===== src/hw/rtl/ihrc_pkg.sv =====
package ihrc_pkg;

  localparam int unsigned ADDR_W       = 32;
  localparam int unsigned INDEX_W      = 6;
  localparam int unsigned SUM_W        = 16;
  localparam int unsigned MIN_HDR_LEN  = 20;
  localparam int unsigned LAST_HDR_IDX = 59;

  localparam logic [3:0]        IP_VERSION    = 4'd4;
  localparam logic [3:0]        MIN_IHL       = 4'd5;
  localparam logic [ADDR_W-1:0] BROADCAST     = '1;
  localparam logic [SUM_W-1:0]  SUM_ALL_ONES  = '1;

  localparam logic [INDEX_W-1:0] VER_IHL_IDX  = 6'd0;
  localparam logic [INDEX_W-1:0] TTL_IDX      = 6'd8;
  localparam logic [INDEX_W-1:0] DST_FIRST    = 6'd16;
  localparam logic [INDEX_W-1:0] DST_LAST     = 6'd19;

  typedef enum logic [2:0] {
    STATUS_ACCEPT       = 3'd0,
    STATUS_TTL_ZERO     = 3'd1,
    STATUS_BAD_VERSION  = 3'd2,
    STATUS_SHORT_HEADER = 3'd3,
    STATUS_WRONG_DEST   = 3'd4,
    STATUS_BAD_CHECKSUM = 3'd5
  } status_t;

  // Checks in priority order; first failure wins.
  function automatic status_t judge(
    input logic              ttl_zero,
    input logic [7:0]        ver_ihl,
    input logic [ADDR_W-1:0] dst,
    input logic [ADDR_W-1:0] local_addr,
    input logic [SUM_W-1:0]  sum
  );
    status_t res;
    priority if (ttl_zero) begin
      res = STATUS_TTL_ZERO;
    end else if (ver_ihl[7:4] != IP_VERSION) begin
      res = STATUS_BAD_VERSION;
    end else if (ver_ihl[3:0] < MIN_IHL) begin
      res = STATUS_SHORT_HEADER;
    end else if (dst != local_addr && dst != BROADCAST) begin
      res = STATUS_WRONG_DEST;
    end else if (sum != SUM_ALL_ONES) begin
      res = STATUS_BAD_CHECKSUM;
    end else begin
      res = STATUS_ACCEPT;
    end
    return res;
  endfunction

endpackage


===== src/hw/rtl/ipv4_header_receive_checker_top.sv =====
// IPv4 header receive checker. Packet bytes enter in wire order on the
// in_valid/in_ready channel, first_byte set on byte 0 of each packet. Once
// max(20, 4*IHL) header bytes have been taken, one status transfer leaves on
// the out_valid/out_ready channel: 0 accept, 1 TTL zero, 2 version not 4,
// 3 IHL below 5, 4 destination neither local_address nor 255.255.255.255,
// 5 header checksum bad; the first failing check is reported. Payload bytes
// and bytes outside a packet produce nothing, and a first_byte mid-header
// drops the header in progress. Short logic sits between the byte input and
// the status register, so the status is valid the cycle after the last
// header byte transfer, and a byte is taken every cycle while the status
// register is empty or being drained. Write local_address
// over the cfg channel only while no packet is in flight.
module ipv4_header_receive_checker_top (
  input  logic                       clk,
  input  logic                       rst,
  input  logic                       in_valid,
  output logic                       in_ready,
  input  logic [7:0]                 data_byte,
  input  logic                       first_byte,
  output logic                       out_valid,
  input  logic                       out_ready,
  output logic [2:0]                 status,
  input  logic                       cfg_valid,
  output logic                       cfg_ready,
  input  logic [ihrc_pkg::ADDR_W-1:0] cfg_data
);
  import ihrc_pkg::*;

  logic [ADDR_W-1:0]  local_address;
  logic [INDEX_W-1:0] byte_index;
  logic [7:0]         version_ihl;
  logic               ttl_zero_flag;
  logic [ADDR_W-1:0]  destination_shift;
  logic [SUM_W-1:0]   ones_sum;
  logic [7:0]         high_byte_hold;
  logic               verdict_given;
  status_t            verdict;

  logic [INDEX_W-1:0] byte_index_next;
  logic [7:0]         version_ihl_next;
  logic               ttl_zero_flag_next;
  logic [ADDR_W-1:0]  destination_shift_next;
  logic [SUM_W-1:0]   ones_sum_next;
  logic [7:0]         high_byte_hold_next;

  logic [INDEX_W-1:0] base_index;
  logic [7:0]         base_ver_ihl;
  logic               base_ttl;
  logic [ADDR_W-1:0]  base_dst;
  logic [SUM_W-1:0]   base_sum;
  logic [7:0]         base_hold;
  logic [SUM_W:0]     word_sum;
  logic [INDEX_W:0]   hdr_len;
  logic [INDEX_W:0]   seen;
  logic               in_fire;
  logic               active;
  logic               done;

  assign cfg_ready = 1'b1;
  assign in_ready  = ~out_valid | out_ready;
  assign in_fire   = in_valid & in_ready;
  assign active    = first_byte | ~verdict_given;
  assign status    = verdict;

  always_comb begin
    // A start byte sees a cleared header context.
    base_index   = first_byte ? '0 : byte_index;
    base_ver_ihl = first_byte ? '0 : version_ihl;
    base_ttl     = first_byte ? 1'b0 : ttl_zero_flag;
    base_dst     = first_byte ? '0 : destination_shift;
    base_sum     = first_byte ? '0 : ones_sum;
    base_hold    = first_byte ? '0 : high_byte_hold;

    version_ihl_next   = (base_index == VER_IHL_IDX) ? data_byte : base_ver_ihl;
    ttl_zero_flag_next = (base_index == TTL_IDX) ? (data_byte == 8'd0) : base_ttl;
    destination_shift_next = base_dst;
    if (base_index >= DST_FIRST && base_index <= DST_LAST) begin
      destination_shift_next = {base_dst[ADDR_W-9:0], data_byte};
    end

    // End-around carry: low half + carry cannot overflow again.
    word_sum = {1'b0, base_sum} + {1'b0, base_hold, data_byte};
    if (base_index[0]) begin
      high_byte_hold_next = base_hold;
      ones_sum_next       = word_sum[SUM_W-1:0] + SUM_W'(word_sum[SUM_W]);
    end else begin
      high_byte_hold_next = data_byte;
      ones_sum_next       = base_sum;
    end

    byte_index_next = base_index + 1'b1;
    hdr_len = {1'b0, version_ihl_next[3:0], 2'b00};
    if (hdr_len < (INDEX_W+1)'(MIN_HDR_LEN)) begin
      hdr_len = (INDEX_W+1)'(MIN_HDR_LEN);
    end
    seen = {1'b0, base_index} + 1'b1;
    done = active & (seen >= hdr_len);
  end

  always_ff @(posedge clk) begin
    if (rst) begin
      local_address     <= '0;
      byte_index        <= '0;
      version_ihl       <= '0;
      ttl_zero_flag     <= 1'b0;
      destination_shift <= '0;
      ones_sum          <= '0;
      high_byte_hold    <= '0;
      verdict_given     <= 1'b1;
      out_valid         <= 1'b0;
      verdict           <= STATUS_ACCEPT;
    end else begin
      if (cfg_valid && cfg_ready) begin
        local_address <= cfg_data;
      end
      // A new verdict may land in the same cycle the old one is drained.
      if (in_fire && done) begin
        out_valid <= 1'b1;
      end else if (out_valid && out_ready) begin
        out_valid <= 1'b0;
      end
      if (in_fire && active) begin
        byte_index        <= byte_index_next;
        version_ihl       <= version_ihl_next;
        ttl_zero_flag     <= ttl_zero_flag_next;
        destination_shift <= destination_shift_next;
        ones_sum          <= ones_sum_next;
        high_byte_hold    <= high_byte_hold_next;
        verdict_given     <= done;
        if (done) begin
          verdict   <= judge(ttl_zero_flag_next, version_ihl_next,
                             destination_shift_next, local_address, ones_sum_next);
        end
      end
    end
  end

`ifndef SYNTHESIS
  a_verdict_sets_output: assert property (@(posedge clk) disable iff (rst)
    (in_fire && done) |=> (out_valid && verdict_given))
    else $error("verdict not registered after header end");

  a_header_index_bound: assert property (@(posedge clk) disable iff (rst)
    !verdict_given |-> (byte_index <= INDEX_W'(LAST_HDR_IDX)))
    else $error("byte index past longest header");

  a_idle_byte_silent: assert property (@(posedge clk) disable iff (rst)
    (in_fire && verdict_given && !first_byte && !out_valid) |=> !out_valid)
    else $error("result from byte outside a header");

  a_status_range: assert property (@(posedge clk) disable iff (rst)
    out_valid |-> (status <= STATUS_BAD_CHECKSUM))
    else $error("status code out of range");
`endif

endmodule


===== config.mk =====
export PLATFORM = sky130hd
export DESIGN_NAME = ipv4_header_receive_checker_top
export DESIGN_NICKNAME = d
export VERILOG_FILES = /design/src/hw/rtl/ihrc_pkg.sv /design/src/hw/rtl/ipv4_header_receive_checker_top.sv
export SDC_FILE = /design/constraint.sdc
export NUM_CORES = 1
export LEC_CHECK = 0
export BUFFER_PORTS_ARGS = -buffer_cell sky130_fd_sc_hd__buf_2
export CORE_UTILIZATION = 50
export CTS_CLUSTER_DIAMETER = 200
export DETAILED_ROUTE_END_ITERATION = 8
export MAX_ROUTING_LAYER = met4
export PLACE_DENSITY = 0.71
export SETUP_SLACK_MARGIN = 0.3
export SKIP_LAST_GASP = 1
export SLEW_MARGIN = 10
export SYNTH_ARGS = -nofsm -noshare
export SYNTH_HDL_FRONTEND = slang
export SYNTH_SLANG_ARGS = --single-unit

===== constraint.sdc =====
create_clock -name clk -period 6.5 [get_ports clk]
set_input_delay 0.65 -clock clk [delete_from_list [all_inputs] [get_ports clk]]
set_output_delay 0.65 -clock clk [all_outputs]
set_load 0.1 [all_outputs]

==> results.md, run 1 <==
- Worst path top cell family by delay: compound AO/OA/AOI/OAI gates
- Warning count from the yosys run: 0
- Critical Path AT: ~5.6 ns
- Clock root buffer: sky130_fd_sc_hd__clkbuf_16
- Category of the worst setup path capture point: register
- Antenna violations before repair: 0
- Setup slack on the worst flop-to-flop path: between 1 and 1.5 ns
- Via count of the first global-routing pass: roughly 5500
- Count of cells resized by post-cts repair: 0
- Main synth FF type: sky130_fd_sc_hd__dfxtp_1
- Layout cell share with drive strength beyond 1: approximately an eighth
- Crit path launch: first_byte
- Sum of negative setup slack: 0 ns
- Hold-fix buffer count after cts: 0
- Peak per-stage delay on the critical path: around 0.43 ns
- Y dimension of the die: between 100 and 150 µm
- Number of buffers on the longest clock path: 2
- Buffering stage count on the worst path with inverters included: 1
- Total CTS buffers: 9
- Remaining global-route overflow: 0
- Synth Area per Inst: approximately 8.0 µm²
- Kind of critical path: input pin to register
- Synth unique cells: 79
- Std-Cell Core Area: about 0.013 mm²
- Register clock-pin slew on the reported worst setup and hold paths: around 0.07 ns
- Total number of vias: 6242
- Clock latency on the worst-skew pair: 0.35 ns
- Number of cells on the worst reg-to-reg path: 25
- Detailed-route vias per instance: a little under 6
- Row count: 42
- Die Area: 0.0144 mm²
- Share of the clock period used by the worst path after layout: between 80% and 90%
- Seq cells post-synth: ~110
- Total number of clock tree sinks: 108
- Headroom to the max-slew limit: a little under a fifth
- HPWL after detailed placement: between 10 and 15 mm
- Final worst path period need: about 5.4 ns
- H-Tree Depth: 3
- Area growth from synthesis to layout: 8.26%
- Source of the worst register-to-register timing path: ones_sum[0]
- Smallest hold slack: approximately 0.45 ns
- Standby leakage power: 2.79 nW
- Post CTS Setup Buffer Count: 0
- Crit path top cell by count: sky130_fd_sc_hd__ha_1
- Horizontal die dimension: approximately 120 µm
- Per-cell routed wire length: 17.2 µm
- I/O pin cnt: 52
- Required time worst endpoint: between 6 and 7 ns
- Total power per unit cell area: about 200 mW/mm²
- Capture point of the critical path: status[2]
- Post-route ant nets: 0
- Critical Path Slowest Stage Cell: sky130_fd_sc_hd__fa_1
- Number of cells produced by synthesis: 870
- Total detailed-routing wirelength: 18.1 mm
- Startpoint type of the worst setup path: input pin
- Number of enable flip-flop cells after synthesis: 0
- Setup Skew: 0.0137 ns
- Status: finished, final reports clean
- DRC violations left: 0
- Synth Net Count: 936
- Proportion of synthesized chip area in sequential cells: 31.2%
- Detailed router's first-iteration violation count: 640
- Number of max-slew violations in the final report: 0
- Final weighted congestion of routability-driven global placement: around 0.91
- Number of nets in the finished design: around 940
- Final hold viol count: 0
- # diodes: 0
- TritonCTS clock tree: done
- Wire length of the first global-routing pass: between 20 and 30 mm
- Reported max-cap violation count: 0
- CP max FO: 20
- Number of gates on the worst path with buffers counted: 26
- Area of placed instances: between 0.007 and 0.008 mm²
- End of the worst register-to-register path: status[2]
- Count of input and output buffers: 50
- Overall fraction of global-route tracks in use: a little over a quarter
- Maximum number of pins on one net before global-route repair: between 70 and 80
- Slew at the pin closest to its max-slew limit: around 1.2 ns
- Min-delay worst type: register to register
- TritonRoute pass-1 iters: 5
- Maximum clock frequency: roughly 190 MHz
- Initial Utilization: 51.8%
- Worst vdd ir: around 0.00016 V
- Unrepaired setup endpoints after global routing: no
- Post-Layout Inst Area: ~0.0075 mm²
- Netlist area before placement: ~0.007 mm²
- Async set-reset flop share out of synthesis: 0%
- Number of setup violations in the final report: 0
==> worst min-delay path by stage <==
stage / cells after the start / to / startpoint
final: 2 / verdict_given / verdict_given
after global routing: 2 / high_byte_hold[6] / high_byte_hold[6]
after CTS: 2 / verdict_given / verdict_given
after detailed placement: 2 / verdict_given / verdict_given
after global placement: 2 / verdict_given / verdict_given
after floorplan: 2 / verdict_given / verdict_given
==> synthesized netlist by cell type (2+ instances only) <==
cell type                  number  area, µm²
sky130_fd_sc_hd__xor2_1        36        315
sky130_fd_sc_hd__nand2_1       67        251
sky130_fd_sc_hd__o21ai_0       16       80.1
sky130_fd_sc_hd__a21oi_2        2       17.5
sky130_fd_sc_hd__nor4b_1        4       35.0
sky130_fd_sc_hd__xnor3_1        2       45.0
sky130_fd_sc_hd__or2_2          4       25.0
sky130_fd_sc_hd__a21o_1         5       37.5
sky130_fd_sc_hd__ha_1          19        238
sky130_fd_sc_hd__mux2i_1       33        330
sky130_fd_sc_hd__nand4_1       16        100
sky130_fd_sc_hd__nor3b_1       36        270
sky130_fd_sc_hd__mux2_2         2       22.5
sky130_fd_sc_hd__nor2_1       133        499
sky130_fd_sc_hd__or4_1          3       22.5
sky130_fd_sc_hd__buf_4          5       37.5
sky130_fd_sc_hd__and3_1         5       31.3
sky130_fd_sc_hd__nor4_1        10       62.6
sky130_fd_sc_hd__nor2b_1       24        150
sky130_fd_sc_hd__inv_1         10       37.5
sky130_fd_sc_hd__a21oi_1       70        350
sky130_fd_sc_hd__o211ai_1       8       60.1
sky130_fd_sc_hd__nor4b_2        3       45.0
sky130_fd_sc_hd__nand3_1       16       80.1
sky130_fd_sc_hd__xnor2_2        2       32.5
sky130_fd_sc_hd__a31oi_1        5       31.3
sky130_fd_sc_hd__xnor2_1       24        210
sky130_fd_sc_hd__o21bai_1       2       15.0
sky130_fd_sc_hd__o22ai_1        2       12.5
sky130_fd_sc_hd__a21boi_0       2       15.0
sky130_fd_sc_hd__clkbuf_1      42        158
sky130_fd_sc_hd__dfxtp_1      108       2160
sky130_fd_sc_hd__a32oi_1        5       43.8
sky130_fd_sc_hd__nand2b_1       6       37.5
sky130_fd_sc_hd__nor3_1        17       85.1
sky130_fd_sc_hd__buf_1          9       33.8
sky130_fd_sc_hd__buf_2         11       55.1
sky130_fd_sc_hd__a22oi_1       42        315
sky130_fd_sc_hd__o21a_1         3       22.5
sky130_fd_sc_hd__nand4b_1       2       17.5
sky130_fd_sc_hd__or3_1          2       12.5
sky130_fd_sc_hd__a211oi_1      10       75.1
sky130_fd_sc_hd__o31ai_1        5       37.5
sky130_fd_sc_hd__and2_1         6       37.5
sky130_fd_sc_hd__o21ai_1        2       10.0
==> power breakdown <==
part           switching, mW  internal [mW]  total (mW)
Clock                  0.259          0.316       0.576
Combinational          0.140         0.0787       0.218
Sequential            0.0214          0.686       0.708
==> flip-flops by register name, indices dropped and copies added (netlist names) <==
register / cells
ttl_zero_flag: 1
local_address: 32
out_valid: 1
status: 3
byte_index: 6
high_byte_hold: 8
version_ihl: 8
verdict_given: 1
ones_sum: 16
destination_shift: 32
==> layout make-up <==
cell class	count	area [µm²]
fillers	1248	5890
multi-input cells	683	4460
inverters	11	41.3
clock inverters	6	76.3
flip-flops and latches	108	2160
well taps	176	220
clock buffers	10	239
repair buffers	58	313
==> worst min-delay path, stage by stage (launching register included) <==
cell and delay, ns:
sky130_fd_sc_hd__dfxtp_1 0.31, sky130_fd_sc_hd__nand2_1 0.05, sky130_fd_sc_hd__nand2_1 0.04
==> stage by stage <==
stage / std cells / util [%] / worst slack [ns] / power, mW
3_5_place_dp: 1036 / 53.7 / 0.782 / 0.938
2_1_floorplan: 870 / - / 0.313 / 0.880
3_3_place_gp: 1036 / 53.7 / 0.867 / 0.936
6_report: 1052 / 56.1 / 1.10 / 1.50
5_1_grt: 1052 / 56.1 / 0.712 / 1.57
4_1_cts: 1052 / 56.1 / 1.14 / 1.51
==> metal layers <==
layer  wire (µm)  track usage [%]  up-vias  part of all wire [%]
li1            -                -     3091                     -
met1        8690             37.8     2887                    48
met2        8090             39.4      235                    45
met3        1020             3.90       29                   5.6
met4         314             7.11        0                   1.7
met5           0                -        -                     0
==> layout by cell type (no fill, tap or decap), types with 6 or more instances in the layout <==
master	n
sky130_fd_sc_hd__nand4_1	16
sky130_fd_sc_hd__buf_2	49
sky130_fd_sc_hd__nand2_1	67
sky130_fd_sc_hd__a21oi_1	70
sky130_fd_sc_hd__xor2_1	36
sky130_fd_sc_hd__a211oi_1	10
sky130_fd_sc_hd__a22oi_1	42
sky130_fd_sc_hd__nor2b_1	24
sky130_fd_sc_hd__o21ai_0	16
sky130_fd_sc_hd__mux2i_1	33
sky130_fd_sc_hd__ha_1	19
sky130_fd_sc_hd__nor3_1	17
sky130_fd_sc_hd__nor3b_1	36
sky130_fd_sc_hd__nand3_1	16
sky130_fd_sc_hd__o211ai_1	8
sky130_fd_sc_hd__clkbuf_16	9
sky130_fd_sc_hd__and2_1	6
sky130_fd_sc_hd__inv_1	10
sky130_fd_sc_hd__nor2_1	133
sky130_fd_sc_hd__dfxtp_1	108
sky130_fd_sc_hd__nand2b_1	6
sky130_fd_sc_hd__nor4_1	10
sky130_fd_sc_hd__xnor2_1	24
sky130_fd_sc_hd__buf_4	9
==> kinds of logic (layout without fill, tap and decap cells) <==
group,after synthesis,count (layout),synth area share (%)
xor gates and xnor gates,64,64,8.69
other,1,1,0.0540
DFF,108,108,31.2
AOI/OAI and AO/OA,198,198,19.2
and+or+nand+nor,363,363,26.9
adders and majority gates,22,22,4.06
muxes,35,35,5.08
buffers and inverters,79,85,4.85
(Power assumes the default switching activity.)
==> run 2: changes to the inputs <==
--- a/config.mk
+++ b/config.mk
@@ -5,12 +5,13 @@
 export SDC_FILE = /design/constraint.sdc
 export NUM_CORES = 1
 export LEC_CHECK = 0
+export ABC_AREA = 1
 export BUFFER_PORTS_ARGS = -buffer_cell sky130_fd_sc_hd__buf_2
 export CORE_UTILIZATION = 50
 export CTS_CLUSTER_DIAMETER = 200
 export DETAILED_ROUTE_END_ITERATION = 8
 export MAX_ROUTING_LAYER = met4
-export PLACE_DENSITY = 0.71
+export PLACE_DENSITY = 0.68
 export SETUP_SLACK_MARGIN = 0.3
 export SKIP_LAST_GASP = 1
 export SLEW_MARGIN = 10
==> constraint.sdc (replaced) <==
create_clock -name clk -period 5.1 [get_ports clk]
set_input_delay 0.51 -clock clk [delete_from_list [all_inputs] [get_ports clk]]
set_output_delay 0.51 -clock clk [all_outputs]
set_load 0.1 [all_outputs]
==> run 2 against run 1 <==
Against the previous run: flip-flop and latch count stayed put; global-route usage rose by 0.69 points; sequential power rose by 34%; count of clock-buffer cells in the layout decreased by 1; total power rose by 47%; critical path depth up 8; design area up 4.3%; sequential share of layout area down 1.2 points; critical path type unchanged; critical endpoint is now status[0].
==> results.md, run 2 <==
- Category of the worst setup path capture point: register
- Unrepaired setup endpoints after global routing: no
- Final worst path period need: approximately 4.3 ns
- Slew at the pin closest to its max-slew limit: 1.07 ns
- Fraction of synthesized cell area taken by the top area cell type: between 20% and 30%
- Register clock-pin slew on the reported worst setup and hold paths: about 0.08 ns
- Part of the power in combinational logic: 21.0%
- Total detailed-routing wirelength: 18.8 mm
- Maximum clock frequency: 235 MHz
- Fraction of power consumed by the clock network: about 36%
- Standby leakage power: about 3.9 nW
- Leading post-synthesis cells by cell area: sky130_fd_sc_hd__dfxtp_1, sky130_fd_sc_hd__nand2_1, sky130_fd_sc_hd__o21ai_0
- Critical Path Slowest Stage Cell: sky130_fd_sc_hd__fa_1
- Row count: 43
- Final hold viol count: 0
- Startpoint type of the worst setup path: input pin
- Final weighted congestion of routability-driven global placement: 0.959
- Number of setup violations in the final report: 0
- Wire length of the first global-routing pass: between 30 and 40 mm
- Clock latency on the worst-skew pair: between 0.3 and 0.4 ns
- Status: finished, final reports clean
- Post-route ant nets: 0
- Most common cell after layout, fill and taps aside: sky130_fd_sc_hd__nand2_1
- Proportion of synthesized chip area in sequential cells: about 30%
- Final core utilization: a little under three fifths
- Reported max-cap violation count: 0
- Registers with the most flip-flops: destination_shift x32, local_address x32, ones_sum x16
- Warning count from the yosys run: 0
- Min-delay worst type: input pin to register
- Count of input and output buffers: 50
- Area growth from synthesis to layout: 8.70%
- P_sw: 0.703 mW
- Initial Utilization: approximately half
- Internal power: about 1.5 mW
- TritonRoute pass-1 iters: 5
- Worst vdd ir: about 0.00027 V
- Layout cell share with drive strength beyond 1: between 10% and 20%
- Per-cell routed wire length: between 10 and 15 µm
- Y dimension of the die: ~120 µm
- H-Tree Depth: 3
- Total power per unit cell area: between 200 and 300 mW/mm²
- Overall fraction of global-route tracks in use: between 20% and 30%
- Placed Instances: between 1000 and 1500
- Required time worst endpoint: about 5.3 ns
- Detailed-route vias per instance: approximately 5.3
- Commonest non-fill, non-tap cells in the layout: sky130_fd_sc_hd__nand2_1, sky130_fd_sc_hd__inv_1, sky130_fd_sc_hd__o21ai_0
- Most frequent cell after synthesis: sky130_fd_sc_hd__nand2_1
- Netlist area before placement: 0.00721 mm²
- Register area: 0.00216 mm²
- TritonCTS clock tree: done
- Synth Net Count: 1200
- Std-Cell Core Area: about 0.014 mm²
- I/O pin cnt: 52
- Maximum number of pins on one net before global-route repair: 91
- Total CTS buffers: 9
- Area of the multi-input gates: between 0.004 and 0.005 mm²
- Die Area: 0.0149 mm²
- Synth unique cells: 39
- Biggest area consumer among synthesized cells: sky130_fd_sc_hd__dfxtp_1
- Kind of critical path: input pin to register
- Crit path top cell by count: sky130_fd_sc_hd__nand2_1
- Headroom to the max-slew limit: 28.3%
- Async set-reset flop share out of synthesis: 0%
- Number of enable flip-flop cells after synthesis: 0
- Smallest hold slack: 0.368 ns
- Clock root buffer: sky130_fd_sc_hd__clkbuf_16
- Antenna violations before repair: 0
- Synth Area per Inst: roughly 6.4 µm²
- Setup Skew: between 0.009 and 0.01 ns
- Count of placed standard cells in the final layout, fillers left out: around 1300
- Via count of the first global-routing pass: between 6000 and 7000
- Proportion of power drawn by flip-flops and latches: a little over two fifths
- Total number of clock tree sinks: around 110
- Number of buffers on the longest clock path: 2
- Number of max-slew violations in the final report: 0
- Post-synth top cells: sky130_fd_sc_hd__nand2_1, sky130_fd_sc_hd__inv_1, sky130_fd_sc_hd__o21ai_0
- Number of nets in the finished design: roughly 1200
- HPWL after detailed placement: roughly 14 mm
- Main synth FF type: sky130_fd_sc_hd__dfxtp_1
- Share of the clock period used by the worst path after layout: a little over four fifths
- Hold-fix buffer count after cts: 0
- Detailed router's first-iteration violation count: just over 600
- Total number of vias: 7059
- DRC violations left: 0
- Critical Path AT: approximately 4.5 ns
- Remaining global-route overflow: 0
- Peak per-stage delay on the critical path: between 0.3 and 0.4 ns
- Sum of negative setup slack: 0 ns
- Number of cells produced by synthesis: approximately 1100
- Total Power: 2.21 mW
- Share of total power consumed by net switching: about a third
- Seq cells post-synth: between 100 and 150
- Number of filler cells placed in the layout: 1439
- # diodes: 0
- Horizontal die dimension: approximately 120 µm
- CP max FO: 21
==> run 2: changes by cell type after synthesis, sizes merged, moves of 12 or more <==
cell    before  now
nor3b       37    1
nor2       133  121
nand3       16  113
nand2       67  205
nor3        17    5
o21bai       2   18
mux2i       33    0
a22oi       43    0
xor2        36    7
o21ai       19  151
nor2b       25    0
inv         11  185
==> run 2: cell type report <==
type                    count  area share (%)
clock inverters             7            1.45
inverters                 186            8.91
multi-input cells         790            52.2
clock buffers               9            2.87
flip-flops and latches    108            27.6
repair buffers             59            4.09
well taps                 180            2.87
==> run 2: power groups by stage <==
stage / logic, mW / registers (mW) / clock network (mW)
after floorplan: 0.345 / 0.964 / 0
after global placement: 0.453 / 0.964 / 0
after detailed placement: 0.456 / 0.965 / 0
after CTS: 0.459 / 0.946 / 0.814
after global routing: 0.528 / 0.953 / 0.851
final: 0.462 / 0.946 / 0.797
==> run 2: per-stage QoR <==
| step | area, µm² | worst slack [ns] |
|---|---|---|
| floorplan | 7210 | 0.889 |
| global placement | 7490 | 0.562 |
| detailed placement | 7490 | 0.466 |
| CTS | 7830 | 0.828 |
| global route | 7840 | 0.340 |
| finish | 7840 | 0.843 |
==> run 2: critical path: cells and delay by family <==
family	cells	cell delay [ns]
and+or+nand+nor	21	1.83
adders and majority gates	4	1.03
buffers and inverters	3	0.39
AOI/OAI and AO/OA	6	0.71
==> run 2: cell families after synthesis <==
family	after synthesis	share of synthesized area [%]
adder cells (fa/ha/maj)	20	3.58
buffers and inverters	236	13.3
flip-flops	108	30.0
other	1	0.0520
AND/OR/NAND/NOR	486	30.8
XOR/XNOR	27	3.28
AO/OA/AOI/OAI	256	19.0
==> run 2: final timing paths <==
| kind | from | end | slack, ns | depth (start not counted) |
|---|---|---|---|---|
| worst min-delay path | cfg_data[6] | local_address[6] | 0.37 | 3 |
| worst max register to register | ones_sum[0] | status[0] | 0.98 | 34 |
| worst max-delay path | first_byte | status[0] | 0.84 | 34 |
| worst min register to register | ones_sum[1] | ones_sum[1] | 0.46 | 2 |
==> run 2: timing repair <==
| action | CTS | global route |
|---|---|---|
| endpoints found under the setup margin | 0 | 2 |
| setup buffers | 0 | 0 |
| gates resized for setup | 0 | 1 |
==> run 2: routing by layer <==
metal	global-route usage (%)	share of wire [%]
met5	-	0
met3	4.40	5.3
met1	37.5	50
met4	5.03	0.66
met2	42.6	44
